$ cat src/rtl/qau_pkg.sv
`timescale 1ns / 1ps

package qau_pkg;

  // component and arithmetic widths
  localparam int unsigned QW      = 32;          // Q16.16 component
  localparam int unsigned FRAC    = 16;          // fraction bits
  localparam int unsigned PROD_W  = 2 * QW;      // exact product
  localparam int unsigned SUM_W   = PROD_W + 2;  // exact sum of four products
  localparam int unsigned RND_W   = SUM_W - FRAC;// rounded sum
  localparam int unsigned LIN_W   = QW + 1;      // exact sum or difference
  localparam int unsigned N_LANES = 4;           // w, x, y, z
  localparam int unsigned N_TERMS = 4;           // products per component

  localparam logic signed [QW-1:0] Q_MAX = {1'b0, {(QW-1){1'b1}}};
  localparam logic signed [QW-1:0] Q_MIN = {1'b1, {(QW-1){1'b0}}};

  typedef enum logic [2:0] {
    OP_ADD   = 3'd0,
    OP_SUB   = 3'd1,
    OP_HAM   = 3'd2,
    OP_SCALE = 3'd3,
    OP_CONJ  = 3'd4
  } op_e;

  // operands for one lane: four multiplier pairs or one linear value
  typedef struct packed {
    logic [N_TERMS-1:0][QW-1:0] m_a;
    logic [N_TERMS-1:0][QW-1:0] m_b;
    logic [N_TERMS-1:0]         neg;
    logic                       prod_mode;
    logic [LIN_W-1:0]           lin;
  } lane_op_t;

  typedef lane_op_t [N_LANES-1:0] lane_ops_t;

  typedef logic [N_LANES-1:0][RND_W-1:0] lane_vals_t;

endpackage

$ cat src/rtl/qau_merge.sv
`timescale 1ns / 1ps

module qau_merge (
  input  logic                                          clk_i,
  input  logic                                          rst_ni,
  input  logic                                          valid_i,
  output logic                                          ready_o,
  input  qau_pkg::lane_vals_t                           vals_i,
  output logic                                          valid_o,
  input  logic                                          ready_i,
  output logic [qau_pkg::N_LANES-1:0][qau_pkg::QW-1:0]  r_o,
  output logic                                          overflow_o
);

  localparam logic signed [qau_pkg::RND_W-1:0] MaxExt = qau_pkg::RND_W'(qau_pkg::Q_MAX);
  localparam logic signed [qau_pkg::RND_W-1:0] MinExt = qau_pkg::RND_W'(qau_pkg::Q_MIN);

  logic [qau_pkg::N_LANES-1:0][qau_pkg::QW-1:0] r_d, r_q;
  logic [qau_pkg::N_LANES-1:0]                  sat;
  logic                                         valid_q;
  logic                                         ovf_q;

  always_comb begin
    for (int c = 0; c < qau_pkg::N_LANES; c++) begin
      if ($signed(vals_i[c]) > MaxExt) begin
        r_d[c] = qau_pkg::Q_MAX;
        sat[c] = 1'b1;
      end else if ($signed(vals_i[c]) < MinExt) begin
        r_d[c] = qau_pkg::Q_MIN;
        sat[c] = 1'b1;
      end else begin
        r_d[c] = vals_i[c][qau_pkg::QW-1:0];
        sat[c] = 1'b0;
      end
    end
  end

  assign ready_o = !valid_q || ready_i;

  always_ff @(posedge clk_i or negedge rst_ni) begin
    if (!rst_ni) begin
      valid_q <= 1'b0;
    end else if (ready_o) begin
      valid_q <= valid_i;
    end
  end

  always_ff @(posedge clk_i) begin
    if (ready_o && valid_i) begin
      r_q   <= r_d;
      ovf_q <= |sat;
    end
  end

  assign valid_o    = valid_q;
  assign r_o        = r_q;
  assign overflow_o = ovf_q;

endmodule

$ cat config.mk
export PLATFORM = sky130hd
export DESIGN_NAME = qau_merge
export DESIGN_NICKNAME = d
export VERILOG_FILES = /design/src/rtl/qau_pkg.sv /design/src/rtl/qau_merge.sv
export SDC_FILE = /design/constraint.sdc
export NUM_CORES = 1
export LEC_CHECK = 0
export BUFFER_PORTS_ARGS = -buffer_cell sky130_fd_sc_hd__buf_2
export CAP_MARGIN = 20
export CORE_AREA = 2 2 132 134
export CTS_BUF_LIST = sky130_fd_sc_hd__clkbuf_2
export CTS_CLUSTER_DIAMETER = 150
export CTS_CLUSTER_SIZE = 40
export DETAILED_ROUTE_END_ITERATION = 6
export DIE_AREA = 0 0 134 136
export SLEW_MARGIN = 20
export SYNTH_ARGS = -nofsm -noshare
export SYNTH_HDL_FRONTEND = slang
export SYNTH_SLANG_ARGS = --single-unit
$ cat constraint.sdc
create_clock -name clk_i -period 5 [get_ports clk_i]
set_input_delay 1.25 -clock clk_i [delete_from_list [all_inputs] [get_ports clk_i]]
set_output_delay 1.25 -clock clk_i [all_outputs]
set_load 0.03 [all_outputs]
==> results of run 1 <==
==> power by group through the flow <==
stage          logic, uW  registers [uW]  clock network (uW)
2_1_floorplan       99.4            1440                   0
3_3_place_gp         398            1310                   0
3_5_place_dp         402            1310                   0
4_1_cts              402            1290                 705
5_1_grt              433            1290                 748
6_report             396            1290                 684
==> synthesized netlist by cell type, drive strengths merged <==
| cell | n |
|---|---|
| or2 | 1 |
| nand4 | 18 |
| inv | 4 |
| nand2b | 2 |
| or4 | 8 |
| o21ai | 4 |
| nand2 | 252 |
| o41ai | 4 |
| buf | 24 |
| edfxtp | 129 |
| nand3 | 4 |
| nor4 | 12 |
| dfrtp | 1 |
| and2 | 1 |
| clkbuf | 4 |
==> registers in the layout, indices dropped and copies added, names as in the netlist <==
register	cells
valid_o	1
overflow_o	1
r_o	128
==> per-layer routing <==
metal  part of all wire [%]  vias up  global-route usage, %
met5                      0        -                      0
met4                    2.3        0                   6.09
met3                    9.6       25                   7.23
met2                     48      222                   26.7
met1                     41     2110                   19.0
li1                       -     2292                      -
==> logic make-up after synthesis <==
group / Yosys count / share of synthesized area (%)
AO/OA/AOI/OAI: 8 / 1.58
buffers and inverters: 32 / 2.79
AND/OR/NAND/NOR: 298 / 23.1
flip-flops: 130 / 72.6
==> worst max-delay path, cell delays in order <==
cell	delay, ns
buf_2	0.09
nand2b_1	0.15
buf_2	0.19
==> cell type report <==
| type | count | share of cell area [%] |
|---|---|---|
| Timing Repair Buffer | 343 | 23.1 |
| Tap cell | 225 | 3.71 |
| Multi-Input combinational cell | 306 | 18.3 |
| Sequential cell | 130 | 51.4 |
| Clock buffer | 18 | 1.19 |
| Clock inverter | 14 | 2.16 |
| Antenna cell | 1 | 0.0330 |
| Inverter | 4 | 0.198 |
==> how the worst max path moves through the flow <==
| stage | start | to | cells past startpoint |
|---|---|---|---|
| finish | ready_i | ready_o | 3 |
| global route | ready_i | ready_o | 3 |
| CTS | ready_i | ready_o | 3 |
| detailed placement | vals_i[96] | overflow_o$_DFFE_PP_ | 7 |
| global placement | vals_i[96] | overflow_o$_DFFE_PP_ | 7 |
| floorplan | ready_i | overflow_o$_DFFE_PP_ | 2 |
==> stage by stage <==
step	worst slack, ns	util [%]	total power, uW	cell area, sq um
after floorplan	1.32	-	1540	5370
after global placement	1.51	43.5	1710	7330
after detailed placement	1.52	43.5	1710	7330
after CTS	2.07	45.0	2390	7590
after global routing	2.05	45.0	2470	7590
final	2.07	45.0	2370	7590
==> results.yml, run 1 <==
routing:
  dr.pass1.iters: 4
  drc: 0
  first_iter_violations: 228
  wl_um: 15100
  routedWlPerCell_um: 14.5
  ant_nets: 0
  vias: 4649
  viasPerCell: 4.47
logic_synthesis:
  syn_avg_cell_area_sq_um: 11.5
  synth_top_area_share_pct: 72.1
  netlist_area_sq_um: 5370
  synth_seq_area_share_pct: 72.6
  synth_top_cell_by_area: "edfxtp_1"
  synth_warnings: 0
  synth-seq-cells: 130
  synth.area.top_cells: "edfxtp_1 72%, nand2_1 18%, buf_2 2.2%"
  ys_types: 15
  netlist_instances: 468
  synth_nets: 672
timing:
  fin_worst_skew_ns: 0.0183
  hold_viol: 0
  slew_headroom_pct: 46.3
  setup_tns_ns: 0
  period_minus_slack_ns: 2.93
  grt_setup_unrepaired: "false"
  finalSetupViolCount: 0
  worst_pin_slew_ns: 0.805
  slew_violations: 0
  fin_crit_sh_pct: 58.6
  max_freq_mhz: 341
  holdWs_ns: 0.311
finish:
  seqCellArea_sq_um: 3900
  synthToLayoutAreaGrowth_pct: 41.3
  final_common_cell: "buf_2"
  drive_above_1_share_pct: 47.0
  fin_cells: 1041
  nets: 1006
  multi_input_area_sq_um: 1390
  fillers: 1681
  mostFrequentLayoutCells: "334 x buf_2, 252 x nand2_1, 129 x edfxtp_1"
grt:
  antenna_found_initial: 1
  grt_pass1_wl_um: 22400
  grt_pass1_vias: 4349
  track_usage_pct: 16.3
  grt-ovfl-total: 0
  grt_max_degree: 72
power_and_ir_drop:
  p_comb_share_pct: 16.7
  leakage_uw: 0.00345
  switchingPower_uw: 686
  pwr-share-clk_pct: 28.9
  powerDensity_nw_per_um2: 312
  p_int_uw: 1680
  ir_worst_vdd_mv: 0.136
  p_sw_share_pct: 29.0
  seqPwrFrac_pct: 54.4
place:
  dp_hpwl_um: 11200
  dp_cells: 1008
  port_buffers: 334
  gp_congestion: 0.799
job:
  drv_cap: 0
setup_path:
  end_kind: "output port"
  r2r_end: "overflow_o$_DFFE_PP_"
  worstRegToRegCells: 3
  cp.arrival_ns: 1.68
  crit_type: "in -> out"
  cp-start-kind: "input port"
  crit_fanout: 3
  required_ns: 3.75
  rrSetupSlack_ns: 2.97
  regToRegStartpoint: "valid_o$_DFFE_PN0N_"
die:
  start_util_pct: 31.8
  fp.dieW_um: 134
  fp.dieH_um: 136
  dieArea_sq_um: 18200
  boundaryPins: 335
  placementRows: 48
  coreArea_sq_um: 16900
clocking:
  cts_setup_buffers: 0
  cts-root-buf: "clkbuf_2"
  clock-sinks: 130
  htreeDepth: 4
  clockBufferDepth: 2
  worstSkewPairLatency_ns: 0.68
  numCtsBuffers: 17
  path_clk_slew_ns: 0.18
  ctsResizeCount: 0
  cts_tree: "built"
  postCtsHoldBufs: 0
run_status:
  status: "complete, no violations"
hold_path:
  hold_path_class: "in -> async"
(Power assumes the default switching activity.)
==> inputs of run 2 (changes only) <==
--- a/config.mk
+++ b/config.mk
@@ -7,12 +7,13 @@
 export LEC_CHECK = 0
 export BUFFER_PORTS_ARGS = -buffer_cell sky130_fd_sc_hd__buf_2
 export CAP_MARGIN = 20
-export CORE_AREA = 2 2 132 134
+export CORE_AREA = 2 2 130 132
 export CTS_BUF_LIST = sky130_fd_sc_hd__clkbuf_2
 export CTS_CLUSTER_DIAMETER = 150
 export CTS_CLUSTER_SIZE = 40
 export DETAILED_ROUTE_END_ITERATION = 6
-export DIE_AREA = 0 0 134 136
+export DIE_AREA = 0 0 132 134
+export PLACE_DENSITY = 0.67
 export SLEW_MARGIN = 20
 export SYNTH_ARGS = -nofsm -noshare
 export SYNTH_HDL_FRONTEND = slang
==> constraint.sdc (replaced) <==
create_clock -name clk_i -period 2.4 [get_ports clk_i]
set_input_delay 0.6 -clock clk_i [delete_from_list [all_inputs] [get_ports clk_i]]
set_output_delay 0.6 -clock clk_i [all_outputs]
set_load 0.03 [all_outputs]
==> results.yml, run 2 (synthesis gave the netlist of run 1 again) <==
run_status:
  status: "complete, no violations"
clocking:
  ctsResizeCount: 0
  cts_setup_buffers: 0
  clockBufferDepth: 2
  path_clk_slew_ns: 0.21
  htreeDepth: 4
  cts-root-buf: "clkbuf_2"
  clock-sinks: 130
  numCtsBuffers: 17
  cts_tree: "built"
  worstSkewPairLatency_ns: 0.67
  postCtsHoldBufs: 2
timing:
  fin_crit_sh_pct: 84.2
  grt_setup_unrepaired: "false"
  fin_worst_skew_ns: 0.0302
  hold_viol: 0
  max_freq_mhz: 495
  setup_tns_ns: 0
  slew_violations: 0
  worst_pin_slew_ns: 0.428
  finalSetupViolCount: 0
  slew_headroom_pct: 71.5
  fin_ws_ns: 0.378
  period_minus_slack_ns: 2.02
place:
  gp_congestion: 0.793
  pre_cts_ws_ns: -0.141
  dp_hpwl_um: 11500
  port_buffers: 334
power_and_ir_drop:
  switchingPower_uw: 1400
  leakage_uw: 0.00357
  p_comb_share_pct: 15.9
  power_uw: 5350
  seqPwrFrac_pct: 50.1
  pwr-share-clk_pct: 34.0
  ir_worst_vdd_mv: 0.305
  p_int_uw: 3940
  powerDensity_nw_per_um2: 684
  p_sw_share_pct: 26.2
finish:
  nets: 1017
  synthToLayoutAreaGrowth_pct: 45.5
  multi_input_area_sq_um: 1390
  largest_register_ffs: 128
  mostFrequentLayoutCells: "334 x buf_2, 252 x nand2_1, 129 x edfxtp_1"
  seqCellArea_sq_um: 3900
  fillers: 1510
  drive_above_1_share_pct: 47.3
  final_common_cell: "buf_2"
routing:
  viasPerCell: 4.46
  dr.pass1.iters: 4
  routedWlPerCell_um: 14.3
  wl_um: 14900
  drc: 0
  ant_nets: 0
  first_iter_violations: 171
  vias: 4673
die:
  fp.dieH_um: 134
  fp.dieW_um: 132
  coreArea_sq_um: 16300
  boundaryPins: 335
  placementRows: 47
  start_util_pct: 33.0
  dieArea_sq_um: 17700
setup_path:
  cp.arrival_ns: 1.42
  critical-path-max-stage-delay_ns: 0.42
  cp_cell_sequence: "nand2b_1, buf_2"
  required_ns: 1.80
  end_kind: "output port"
  cp-start-kind: "flop"
  slowest_stage: "dfrtp_1"
  crit_type: "reg -> out"
  crit_fanout: 3
  path_buf_inv: 1
  critical_path.top_delay_family: "flip-flops"
grt:
  grt_max_degree: 48
  grt-ovfl-total: 0
  antenna_found_initial: 1
  track_usage_pct: 16.8
  grt_pass1_wl_um: 22800
  grt_pass1_vias: 4631
job:
  drv_cap: 0
hold_path:
  hold_path_class: "in -> reg"
-- run 2: power groups by stage --
stage	Clock, uW	Combinational, uW	Sequential, uW
after floorplan	0	208	2990
after global placement	0	849	2730
after detailed placement	0	858	2740
after CTS	1880	862	2680
after global routing	1960	923	2690
final	1820	849	2680
-- run 2: final timing paths --
path                            slack [ns]                start  cells after the start                endpoint
min in group asynchronous             0.20               rst_ni                      2     valid_o$_DFFE_PN0N_
max in group asynchronous             2.12               rst_ni                      2     valid_o$_DFFE_PN0N_
worst min register to register        0.58  valid_o$_DFFE_PN0N_                      2     valid_o$_DFFE_PN0N_
worst max register to register        0.87  valid_o$_DFFE_PN0N_                      3  r_o[106]$_SDFFCE_PN1P_
worst min-delay path                  0.15           vals_i[49]                      1   r_o[31]$_SDFFCE_PN0P_
worst max-delay path                  0.38  valid_o$_DFFE_PN0N_                      2                 ready_o
-- run 2: cell type report --
class                           count  area share (%)
Timing Repair Buffer              354            24.2
Inverter                            4           0.192
Multi-Input combinational cell    306            17.7
Clock inverter                     14            3.33
Clock buffer                       18            1.15
Tap cell                          220            3.52
Antenna cell                        1          0.0320
Sequential cell                   130            49.9
-- run 2: metrics by stage --
| step | hold WS [ns] | area, sq um | cells | utilization (%) |
|---|---|---|---|---|
| finish | 0.149 | 7820 | 1047 | 48.0 |
| detailed placement | 0.376 | 7440 | 1012 | 45.7 |
| floorplan | 0.304 | 5380 | 468 | - |
| global route | 0.00965 | 7820 | 1047 | 48.0 |
| global placement | 0.375 | 7440 | 1012 | 45.7 |
| CTS | 0.0228 | 7820 | 1046 | 48.0 |
-- run 2: metal layers --
layer / vias to the layer above / part of all wire, % / GRT usage [%]
met5: - / 0 / 0
met2: 239 / 50 / 29.1
met3: 28 / 9.1 / 6.08
li1: 2315 / - / -
met1: 2091 / 38 / 18.2
met4: 0 / 2.8 / 8.64
