<file path="src/rtl/qau_pkg.sv">
`timescale 1ns / 1ps

package qau_pkg;

  // component and arithmetic widths
  localparam int unsigned QW      = 32;          // Q16.16 component
  localparam int unsigned FRAC    = 16;          // fraction bits
  localparam int unsigned PROD_W  = 2 * QW;      // exact product
  localparam int unsigned SUM_W   = PROD_W + 2;  // exact sum of four products
  localparam int unsigned RND_W   = SUM_W - FRAC;// rounded sum
  localparam int unsigned LIN_W   = QW + 1;      // exact sum or difference
  localparam int unsigned N_LANES = 4;           // w, x, y, z
  localparam int unsigned N_TERMS = 4;           // products per component

  localparam logic signed [QW-1:0] Q_MAX = {1'b0, {(QW-1){1'b1}}};
  localparam logic signed [QW-1:0] Q_MIN = {1'b1, {(QW-1){1'b0}}};

  typedef enum logic [2:0] {
    OP_ADD   = 3'd0,
    OP_SUB   = 3'd1,
    OP_HAM   = 3'd2,
    OP_SCALE = 3'd3,
    OP_CONJ  = 3'd4
  } op_e;

  // operands for one lane: four multiplier pairs or one linear value
  typedef struct packed {
    logic [N_TERMS-1:0][QW-1:0] m_a;
    logic [N_TERMS-1:0][QW-1:0] m_b;
    logic [N_TERMS-1:0]         neg;
    logic                       prod_mode;
    logic [LIN_W-1:0]           lin;
  } lane_op_t;

  typedef lane_op_t [N_LANES-1:0] lane_ops_t;

  typedef logic [N_LANES-1:0][RND_W-1:0] lane_vals_t;

endpackage

</file>
<file path="src/rtl/qau_route.sv">
`timescale 1ns / 1ps

module qau_route (
  input  logic [2:0]                                       opcode_i,
  input  logic [qau_pkg::N_LANES-1:0][qau_pkg::QW-1:0]     a_i,
  input  logic [qau_pkg::N_LANES-1:0][qau_pkg::QW-1:0]     b_i,
  input  logic [qau_pkg::QW-1:0]                           factor_i,
  output qau_pkg::lane_ops_t                               lanes_o
);

  logic signed [qau_pkg::QW-1:0] a [qau_pkg::N_LANES];
  logic signed [qau_pkg::QW-1:0] b [qau_pkg::N_LANES];

  always_comb begin
    for (int c = 0; c < qau_pkg::N_LANES; c++) begin
      a[c] = $signed(a_i[c]);
      b[c] = $signed(b_i[c]);
    end
  end

  always_comb begin
    lanes_o = '0;
    unique case (qau_pkg::op_e'(opcode_i))
      qau_pkg::OP_ADD: begin
        for (int c = 0; c < qau_pkg::N_LANES; c++) begin
          lanes_o[c].lin = qau_pkg::LIN_W'(a[c]) + qau_pkg::LIN_W'(b[c]);
        end
      end
      qau_pkg::OP_SUB: begin
        for (int c = 0; c < qau_pkg::N_LANES; c++) begin
          lanes_o[c].lin = qau_pkg::LIN_W'(a[c]) - qau_pkg::LIN_W'(b[c]);
        end
      end
      qau_pkg::OP_HAM: begin
        // w = aw*bw - ax*bx - ay*by - az*bz
        lanes_o[0].m_a[0] = a[0]; lanes_o[0].m_b[0] = b[0];
        lanes_o[0].m_a[1] = a[1]; lanes_o[0].m_b[1] = b[1];
        lanes_o[0].m_a[2] = a[2]; lanes_o[0].m_b[2] = b[2];
        lanes_o[0].m_a[3] = a[3]; lanes_o[0].m_b[3] = b[3];
        lanes_o[0].neg    = 4'b1110;
        // x = aw*bx + bw*ax + ay*bz - by*az
        lanes_o[1].m_a[0] = a[0]; lanes_o[1].m_b[0] = b[1];
        lanes_o[1].m_a[1] = b[0]; lanes_o[1].m_b[1] = a[1];
        lanes_o[1].m_a[2] = a[2]; lanes_o[1].m_b[2] = b[3];
        lanes_o[1].m_a[3] = b[2]; lanes_o[1].m_b[3] = a[3];
        lanes_o[1].neg    = 4'b1000;
        // y = aw*by + bw*ay + az*bx - bz*ax
        lanes_o[2].m_a[0] = a[0]; lanes_o[2].m_b[0] = b[2];
        lanes_o[2].m_a[1] = b[0]; lanes_o[2].m_b[1] = a[2];
        lanes_o[2].m_a[2] = a[3]; lanes_o[2].m_b[2] = b[1];
        lanes_o[2].m_a[3] = b[3]; lanes_o[2].m_b[3] = a[1];
        lanes_o[2].neg    = 4'b1000;
        // z = aw*bz + bw*az + ax*by - bx*ay
        lanes_o[3].m_a[0] = a[0]; lanes_o[3].m_b[0] = b[3];
        lanes_o[3].m_a[1] = b[0]; lanes_o[3].m_b[1] = a[3];
        lanes_o[3].m_a[2] = a[1]; lanes_o[3].m_b[2] = b[2];
        lanes_o[3].m_a[3] = b[1]; lanes_o[3].m_b[3] = a[2];
        lanes_o[3].neg    = 4'b1000;
        for (int c = 0; c < qau_pkg::N_LANES; c++) begin
          lanes_o[c].prod_mode = 1'b1;
        end
      end
      qau_pkg::OP_SCALE: begin
        for (int c = 0; c < qau_pkg::N_LANES; c++) begin
          lanes_o[c].m_a[0]    = a[c];
          lanes_o[c].m_b[0]    = factor_i;
          lanes_o[c].prod_mode = 1'b1;
        end
      end
      qau_pkg::OP_CONJ: begin
        // times -1.0 in Q16.16 rounds back to the exact negation
        lanes_o[0].lin = qau_pkg::LIN_W'(a[0]);
        for (int c = 1; c < qau_pkg::N_LANES; c++) begin
          lanes_o[c].lin = -qau_pkg::LIN_W'(a[c]);
        end
      end
      default: begin
      end
    endcase
  end

endmodule

</file>
<file path="config.mk">
export PLATFORM = sky130hd
export DESIGN_NAME = qau_route
export DESIGN_NICKNAME = d
export VERILOG_FILES = /design/src/rtl/qau_pkg.sv /design/src/rtl/qau_route.sv
export SDC_FILE = /design/constraint.sdc
export NUM_CORES = 1
export LEC_CHECK = 0
export BUFFER_PORTS_ARGS = -buffer_cell sky130_fd_sc_hd__buf_2
export CORE_AREA = 2 2 570 572
export DETAILED_ROUTE_END_ITERATION = 8
export DIE_AREA = 0 0 572 574
export PLACE_DENSITY = 0.3
export SLEW_MARGIN = 20
export SYNTH_ARGS = -nofsm -noshare
export SYNTH_HDL_FRONTEND = slang
export SYNTH_SLANG_ARGS = --single-unit
export TNS_END_PERCENT = 5
</file>
<file path="constraint.sdc">
create_clock -name vclk -period 4
set_input_delay 0.2 -clock vclk [all_inputs]
set_output_delay 0.2 -clock vclk [all_outputs]
set_load 0.02 [all_outputs]
</file>
==> run summary, run 1 <==
Die X-Extent: 572 um
nets: 5,244
fin. max-slew vios: 0
Finish-stage setup viols: 55
Data arrival, critical path: 4720 ps
P&R area growth vs syn: 78.2%
fillcell total: 38,100
CP endpoint kind: output port
vias in the first global route: 30,700
Syn Inst Count: 3,222
Final min period: 4920 ps
fin crit share: 123%
hold buffer count at CTS: 0
Max-Slew Margin vs Limit: 25.2%
most common cell after layout, fill and taps aside: buf_2
DR WL/cell: 36.0 um
Chip Height: 574 um
Worst Path Required: 3800 ps
clkbuf count: 0
grt total ovfl: 0
drt drc: 0
GRT Util Overall: 19.1%
mean post-synth cell area: 6.40 um2
register area: 0 um2
core box area: 323,000 um2
RSZ-0062 raised after global routing: true
Ys Warns: 0
Worst-Margin Slew: 1120 ps
IO Port Bufs: 1,457
initial antenna violation count: 118
HP Class: primary input to output port
first-pass GRT wire length: 397,000 um
vias per cell: 3.45
placer congestion estimate: 0.899
layout cells sized above 1: 52.5%
std cell rows: 209
routed wire length: 330,000 um
Fin. Hold Viols: 0
Final WS setup: -917 ps
Critical Path Source Type: primary input
largest net degree at the start of global routing: 86
vias: 31,700
Initial Util: 6.39%
violated checks: setup timing
io pins: 1,467
Setup CP Type: primary input to output port
most frequent cells in the layout: 1,418 x buf_2, 825 x buf_4, 351 x a21oi_1, 280 x nand2_1, 245 x and2_1
largest fanout on the critical path: 3
post-route cell area: 36,700 um2
Final ANT Viol Nets: 0
highest clock rate: 203 MHz
DP Area: 35,500 um2
status: finished, violations left
die area: 328,000 um2
post-synthesis cell area: 20,600 um2
DP Wirelength: 292,000 um
Iter 0 DRT Violations: 2,449
count of different cell masters after synthesis: 75
Worst Hold Margin: 785 ps
Finished Core Util: 11.4%
Max Cap Violations: 0
total iterations of the first detailed-routing run: 6
Setup TNS Final: -17,540 ps
Hold Path Stages: 4
Seq cells: 0
Seq/Total Area, Yosys: 0%
-- timing repair --
| action | in CTS | in global routing |
|---|---|---|
| pin swaps | 46 | 27 |
| resized for setup | 185 | 105 |
| setup endpoints to repair | 81 | 86 |
| buffers inserted | 13 | 4 |
-- synth_stat cells (9+ instances only) --
cell	instances	area share [%]
buf_4	562	20
a21oi_1	379	9.2
nand2_1	293	5.3
and2_1	248	7.5
nand2b_1	187	5.7
nor2_1	158	2.9
xnor2_1	155	6.6
xor2_1	152	6.5
clkbuf_1	150	2.7
ha_1	135	8.2
o21ai_0	132	3.2
nor3_1	82	2.0
o22ai_1	72	2.2
inv_1	56	1.0
a21o_1	47	1.7
nand3_1	38	0.92
nor4_1	34	1.0
o31ai_1	29	1.1
or3_1	29	0.88
nor2b_1	21	0.64
o21a_1	20	0.73
a31oi_1	17	0.52
nand4_1	16	0.49
a211oi_1	15	0.55
and3_1	14	0.42
o211ai_1	12	0.44
o21bai_1	11	0.40
or2_2	11	0.33
or4_1	11	0.40
buf_1	9	0.16
o2111ai_1	9	0.38
-- worst paths after layout --
path / to / start
worst max-delay path: lanes_o[325] / b_i[41]
worst min-delay path: lanes_o[460] / a_i[32]
-- per-layer routing --
layer  global-route usage (%)  wire [um]  vias to the layer above  part of all wire, %
li1                         -          -                    13800                    -
met1                     23.9     139000                    15900                   42
met2                     32.1     153000                     1745                   46
met3                     5.49      28600                      205                  8.7
met4                     4.49       9850                       24                  3.0
met5                        0        195                        -                0.059
-- through the flow --
step	std cells	worst slack (ps)
after floorplan	3231	-295
after global placement	9114	-1350
after detailed placement	9120	-1200
after CTS	9133	-921
after global routing	9149	-1000
final	9164	-917
-- cell families after synthesis --
group	after synthesis	share of synthesized area, %
compound gates	823	23.9
xor+xnor	307	13.0
fa+ha+maj	139	8.58
buf+inv	777	24.4
mux	4	0.194
other cells	1	0.0182
simple gates	1171	29.9
-- layout make-up --
class	count	area, um2	area share [%]
multi-input combinational	2454	16700	45.5
tap	4325	5410	14.7
antenna	27	67.6	0.184
timing repair buffer	2302	14300	39.0
inverter	56	210	0.572
-- worst max-delay path: stages --
cell and delay [ps]:
buf_12 110, or4_4 530, or3_4 410, buf_6 150, or4_4 500, or4_4 560
o41ai_4 240, xor2_1 180, ha_1 280, buf_6 140, nand3_4 80, nor2_4 40
nand2_1 70, a21boi_1 70, o21ai_2 180, o311ai_4 150, o41a_1 370, xnor2_2 150
o22ai_2 140, buf_6 150
==> run 2: changes to the inputs <==
==> constraint.sdc (replaced) <==
create_clock -name vclk -period 4
set_input_delay 0 -clock vclk [all_inputs]
set_output_delay 0 -clock vclk [all_outputs]
set_load 0.02 [all_outputs]
==> run 2 against run 1 <==
The run still ends with setup timing left. Global-route usage barely moved. Sequential share of layout area did not move. Via count fell by 1.9%. Final cell count fell by 1.4%. Clock-buffer cell count did not move. Flip-flop and latch count did not move. Fmax rose by 10%. Hold slack got worse by 370 ps. Cell area fell by 4.7%. First-iteration DRC count rose by 0.53%. Highest routed layer unchanged.
==> run summary, run 2 (synthesis results as in run 1) <==
layout cells sized above 1: 49.8% (-2.7 points)
largest fanout on the critical path: 3 (unchanged)
crit-path cells: buf_12 > or4_4 > or3_4 > buf_6 > or4_4 > or4_4 > buf_4 > buf_4 > o31ai_4 > xor2_1 > ha_2 > a21boi_2 > o21ai_2 > o311ai_4 > o41a_1 > xnor2_2 > o22ai_2 > buf_6
initial antenna violation count: 105 (-11%)
die area: 328,000 um2 (unchanged)
CP max stage delay: 530 ps (-30 ps)
Chip Height: 574 um (unchanged)
vias per cell: 3.44 (-0.52%)
Finished Core Util: 10.9% (-0.53 points)
grt total ovfl: 0 (unchanged)
largest net degree at the start of global routing: 117 (+36%)
most common cell after layout, fill and taps aside: buf_2
Setup CP Type: primary input to output port
most frequent cells in the layout: 1,436 x buf_2, 688 x buf_4, 364 x a21oi_1, 286 x nand2_1, 243 x and2_1
RSZ-0062 raised after global routing: true
first-pass GRT wire length: 395,000 um (-0.68%)
Crit path max-delay family: simple AND/OR/NAND/NOR gates
Max-Slew Margin vs Limit: 27.7% (+2.5 points)
Worst-Margin Slew: 1080 ps (-31.2 ps)
clkbuf count: 0 (unchanged)
Seq cells: 0 (unchanged)
placer congestion estimate: 0.910 (+1.2%)
Worst Path Required: 4000 ps (+200 ps)
Fin. Hold Viols: 0 (unchanged)
total iterations of the first detailed-routing run: 5 (-1)
DR WL/cell: 36.6 um (+1.5%)
vias: 31,100 (-1.9%)
Die X-Extent: 572 um (unchanged)
CP endpoint kind: output port
Initial Util: 6.39% (unchanged)
HP Class: primary input to output port
IO Port Bufs: 1,457 (unchanged)
fillcell total: 38,300 (+0.59%)
Final WS setup: -460 ps (+457 ps)
fin crit share: 111% (-11 points)
highest clock rate: 224 MHz (+10%)
Crit. Startpoint: b_i[41]
routed wire length: 331,000 um (+0.12%)
GRT Util Overall: 19.2% (+0.023 points)
WP buf/inv: 5 (+1)
Critical Path Source Type: primary input
hold path start: b_i[110]
Data arrival, critical path: 4460 ps (-260 ps)
violated checks: setup timing
vias in the first global route: 29,700 (-3.2%)
nets: 5,095 (-2.8%)
core box area: 323,000 um2 (unchanged)
CP most frequent cell: or4_4
Max Cap Violations: 0 (unchanged)
Critical Path Slowest Stage Cell: or4_4
register area: 0 um2 (unchanged)
std cell rows: 209 (unchanged)
hold buffer count at CTS: 0 (unchanged)
DP Wirelength: 289,000 um (-0.91%)
P&R area growth vs syn: 69.9%
Iter 0 DRT Violations: 2,462 (+0.53%)
Final min period: 4460 ps (-457 ps)
Setup TNS Final: -3760 ps (+13,780 ps)
Finish-stage setup viols: 24 (-56%)
io pins: 1,467 (unchanged)
drt drc: 0 (unchanged)
fin. max-slew vios: 0 (unchanged)
status: finished, violations left
Final ANT Viol Nets: 0 (unchanged)
## run 2: cell count changes in the layout (fill, tap and decap cells not counted), moves of 9 or more
cell     previous run  this run
buf_4             825       688
o21ai_0            79       110
o21ai_1            38        15
diode_2            27        48
buf_2            1418      1436
a21oi_2            28        13
buf_12             34        19
a21oi_1           351       364
buf_6              18         8
o21ai_2            16         7
## run 2: worst paths after layout
kind / to / slack (ps) / depth (start not counted)
min: lanes_o[934] / 420 / 4
max: lanes_o[325] / -460 / 18
## run 2: routing by layer
layer | routed length, um | global-route usage, %
met1 | 132000 | 23.0
met2 | 155000 | 32.6
met3 | 32400 | 6.18
met4 | 10900 | 4.95
met5 | 114 | 0
## run 2: repair_timing
item / in CTS / in global routing
gates resized for setup: 64 / 114
buffers inserted: 7 / 6
endpoints found under the setup margin: 54 / 69
pin swaps: 16 / 25
## run 2: through the flow
stage	hold slack, ps	setup slack, ps	std cells	area [um2]
floorplan	159	-55.8	3231	20700
global placement	410	-969	8975	34100
detailed placement	415	-881	8975	34100
CTS	418	-513	8982	34400
global route	435	-596	8999	34900
finish	420	-460	9036	35000
## run 2: worst min-delay path: stages
cell,delay (ps)
buf_2,130
nand2b_1,70
a21oi_1,60
buf_2,160
## run 2: cell type report
| class | count | area [um2] | share of cell area [%] |
|---|---|---|---|
| Multi-Input combinational cell | 2454 | 16400 | 46.9 |
| Timing Repair Buffer | 2153 | 12900 | 36.7 |
| Antenna cell | 48 | 120 | 0.343 |
| Tap cell | 4325 | 5410 | 15.5 |
| Inverter | 56 | 210 | 0.600 |
==> run 3: changes to the inputs <==
Settings changed: SETUP_SLACK_MARGIN set to 0.4.
==> run 3 against run 2 <==
The flow still finishes with violations (setup timing). Final cell count is 0.52% lower. Non-clock buffer count shrank 59. Clock-buffer cell count stayed put. Highest routed layer unchanged. Cell area about the same. Hold slack got worse by 34 ps. First-iteration DRC count increased by 1.8%. Flip-flop and latch count unchanged. Core utilization hardly changed. Sequential share of layout area unchanged.
==> run summary, run 3 (synthesis results as in run 1) <==
status: finished, violations left
violated checks: setup timing
CP max stage delay: 530 ps (about the same)
drt drc: 0 (unchanged)
vias in the first global route: 29,500 (-0.75%)
RSZ-0062 raised after global routing: true
Finish-stage setup viols: 16 (-33%)
nets: 5,036 (-1.2%)
fin crit share: 113% (+1.7 points)
CP most frequent cell: or4_4
DP Wirelength: 287,000 um (-0.93%)
HP Class: primary input to output port
largest fanout on the critical path: 3 (unchanged)
routed wire length: 327,000 um (-1.2%)
fillcell total: 38,300 (-0.089%)
first-pass GRT wire length: 391,000 um (-0.77%)
P&R area growth vs syn: 69.8% (about the same)
Max Cap Violations: 0 (unchanged)
GR Util met1: 23.6% (+0.56 points)
highest clock rate: 221 MHz (-1.5%)
Initial Util: 6.39% (unchanged)
grt total ovfl: 0 (unchanged)
placer congestion estimate: 0.900 (-1.0%)
Critical Path Slowest Stage Cell: or4_4
Final min period: 4530 ps (+67.9 ps)
core box area: 323,000 um2 (unchanged)
crit-path cells: buf_12 > or4_4 > or3_4 > buf_6 > or4_4 > or4_4 > buf_4 > o21ai_2 > xor2_1 > ha_1 > a21oi_1 > o21ai_1 > a21oi_2 > a21boi_1 > o21ai_1 > o311ai_1 > buf_4 > o41a_1 > xnor2_2 > o22ai_2 > buf_6
Worst Path Required: 4000 ps (about the same)
met3 Use GR: 5.64% (-0.54 points)
Die X-Extent: 572 um (unchanged)
vias: 30,900 (-0.40%)
Data arrival, critical path: 4530 ps (+70 ps)
DR WL/cell: 36.3 um (-0.64%)
largest net degree at the start of global routing: 87 (-26%)
most common cell after layout, fill and taps aside: buf_2
CP endpoint kind: output port
Final ANT Viol Nets: 0 (unchanged)
fin. max-slew vios: 0 (unchanged)
Chip Height: 574 um (unchanged)
IO Port Bufs: 1,457 (unchanged)
busiest layer in global routing: met2
Critical Path Source Type: primary input
Final WS setup: -528 ps (-67.9 ps)
layout cells sized above 1: 50.3% (+0.53 points)
Fin. Hold Viols: 0 (unchanged)
register area: 0 um2 (unchanged)
most frequent cells in the layout: 1,415 x buf_2, 635 x buf_4, 354 x a21oi_1, 276 x nand2_1, 245 x and2_1
initial antenna violation count: 125 (+19%)
clkbuf count: 0 (unchanged)
vias per cell: 3.44 (+0.12%)
Iter 0 DRT Violations: 2,507 (+1.8%)
io pins: 1,467 (unchanged)
Finished Core Util: 10.8% (about the same)
GRT Util Overall: 18.9% (-0.22 points)
Seq cells: 0 (unchanged)
total iterations of the first detailed-routing run: 5 (unchanged)
die area: 328,000 um2 (unchanged)
Multi-input gate area: 16,700 um2 (+1.6%)
met2 usage: 31.2% (-1.4 points)
Setup CP Type: primary input to output port
std cell rows: 209 (unchanged)
Worst-Margin Slew: 1230 ps (+148 ps)
Max-Slew Margin vs Limit: 17.4% (-10 points)
[run 3: cell types whose count changed in the layout (fill, tap and decap cells not counted), sizes merged]
cell / delta
buf: -61
clkbuf: +2
diode: +12
[run 3: path summary, 6_finish.rpt]
| kind | to | start | depth (start not counted) | slack [ps] |
|---|---|---|---|---|
| setup / recovery | lanes_o[325] | b_i[41] | 21 | -530 |
| hold / removal | lanes_o[460] | a_i[32] | 4 | 390 |
[run 3: layout make-up]
cell class	count	share of cell area, %
multi-input cells	2454	47.7
repair buffers	2094	35.8
well taps	4325	15.5
inverters	56	0.601
diodes	60	0.429
[run 3: per-stage QoR]
| stage | cells | area, um2 | hold WS, ps | setup WS, ps | TNS (ps) |
|---|---|---|---|---|---|
| 6_report | 8989 | 35000 | 386 | -528 | -3280 |
| 2_1_floorplan | 3231 | 20700 | 159 | 105 | 0 |
| 3_3_place_gp | 8921 | 33700 | 379 | -850 | -11930 |
| 3_5_place_dp | 8921 | 33700 | 383 | -812 | -11970 |
| 5_1_grt | 8950 | 34900 | 408 | -692 | -7690 |
| 4_1_cts | 8927 | 34500 | 383 | -510 | -3080 |
[run 3: per-layer routing]
| layer | up-vias | share of wire, % |
|---|---|---|
| li1 | 13400 | - |
| met1 | 15500 | 42 |
| met2 | 1776 | 46 |
| met3 | 213 | 8.8 |
| met4 | 18 | 3.5 |
| met5 | - | 0.037 |
[run 3: repair_timing]
item | CTS | global route
setup endpoints to repair | 72 | 78
setup buffers | 6 | 2
gates resized for setup | 199 | 74
hold buffers | 0 | 0
pin swaps | 72 | 53
[run 3: worst max-delay path: cells and delay by family]
kind,cells,cell delay (ps)
AND/OR/NAND/NOR,4,1970
AO/OA/AOI/OAI,9,1310
buffers and inverters,5,750
XOR/XNOR,2,260
adder cells (fa/ha/maj),1,220
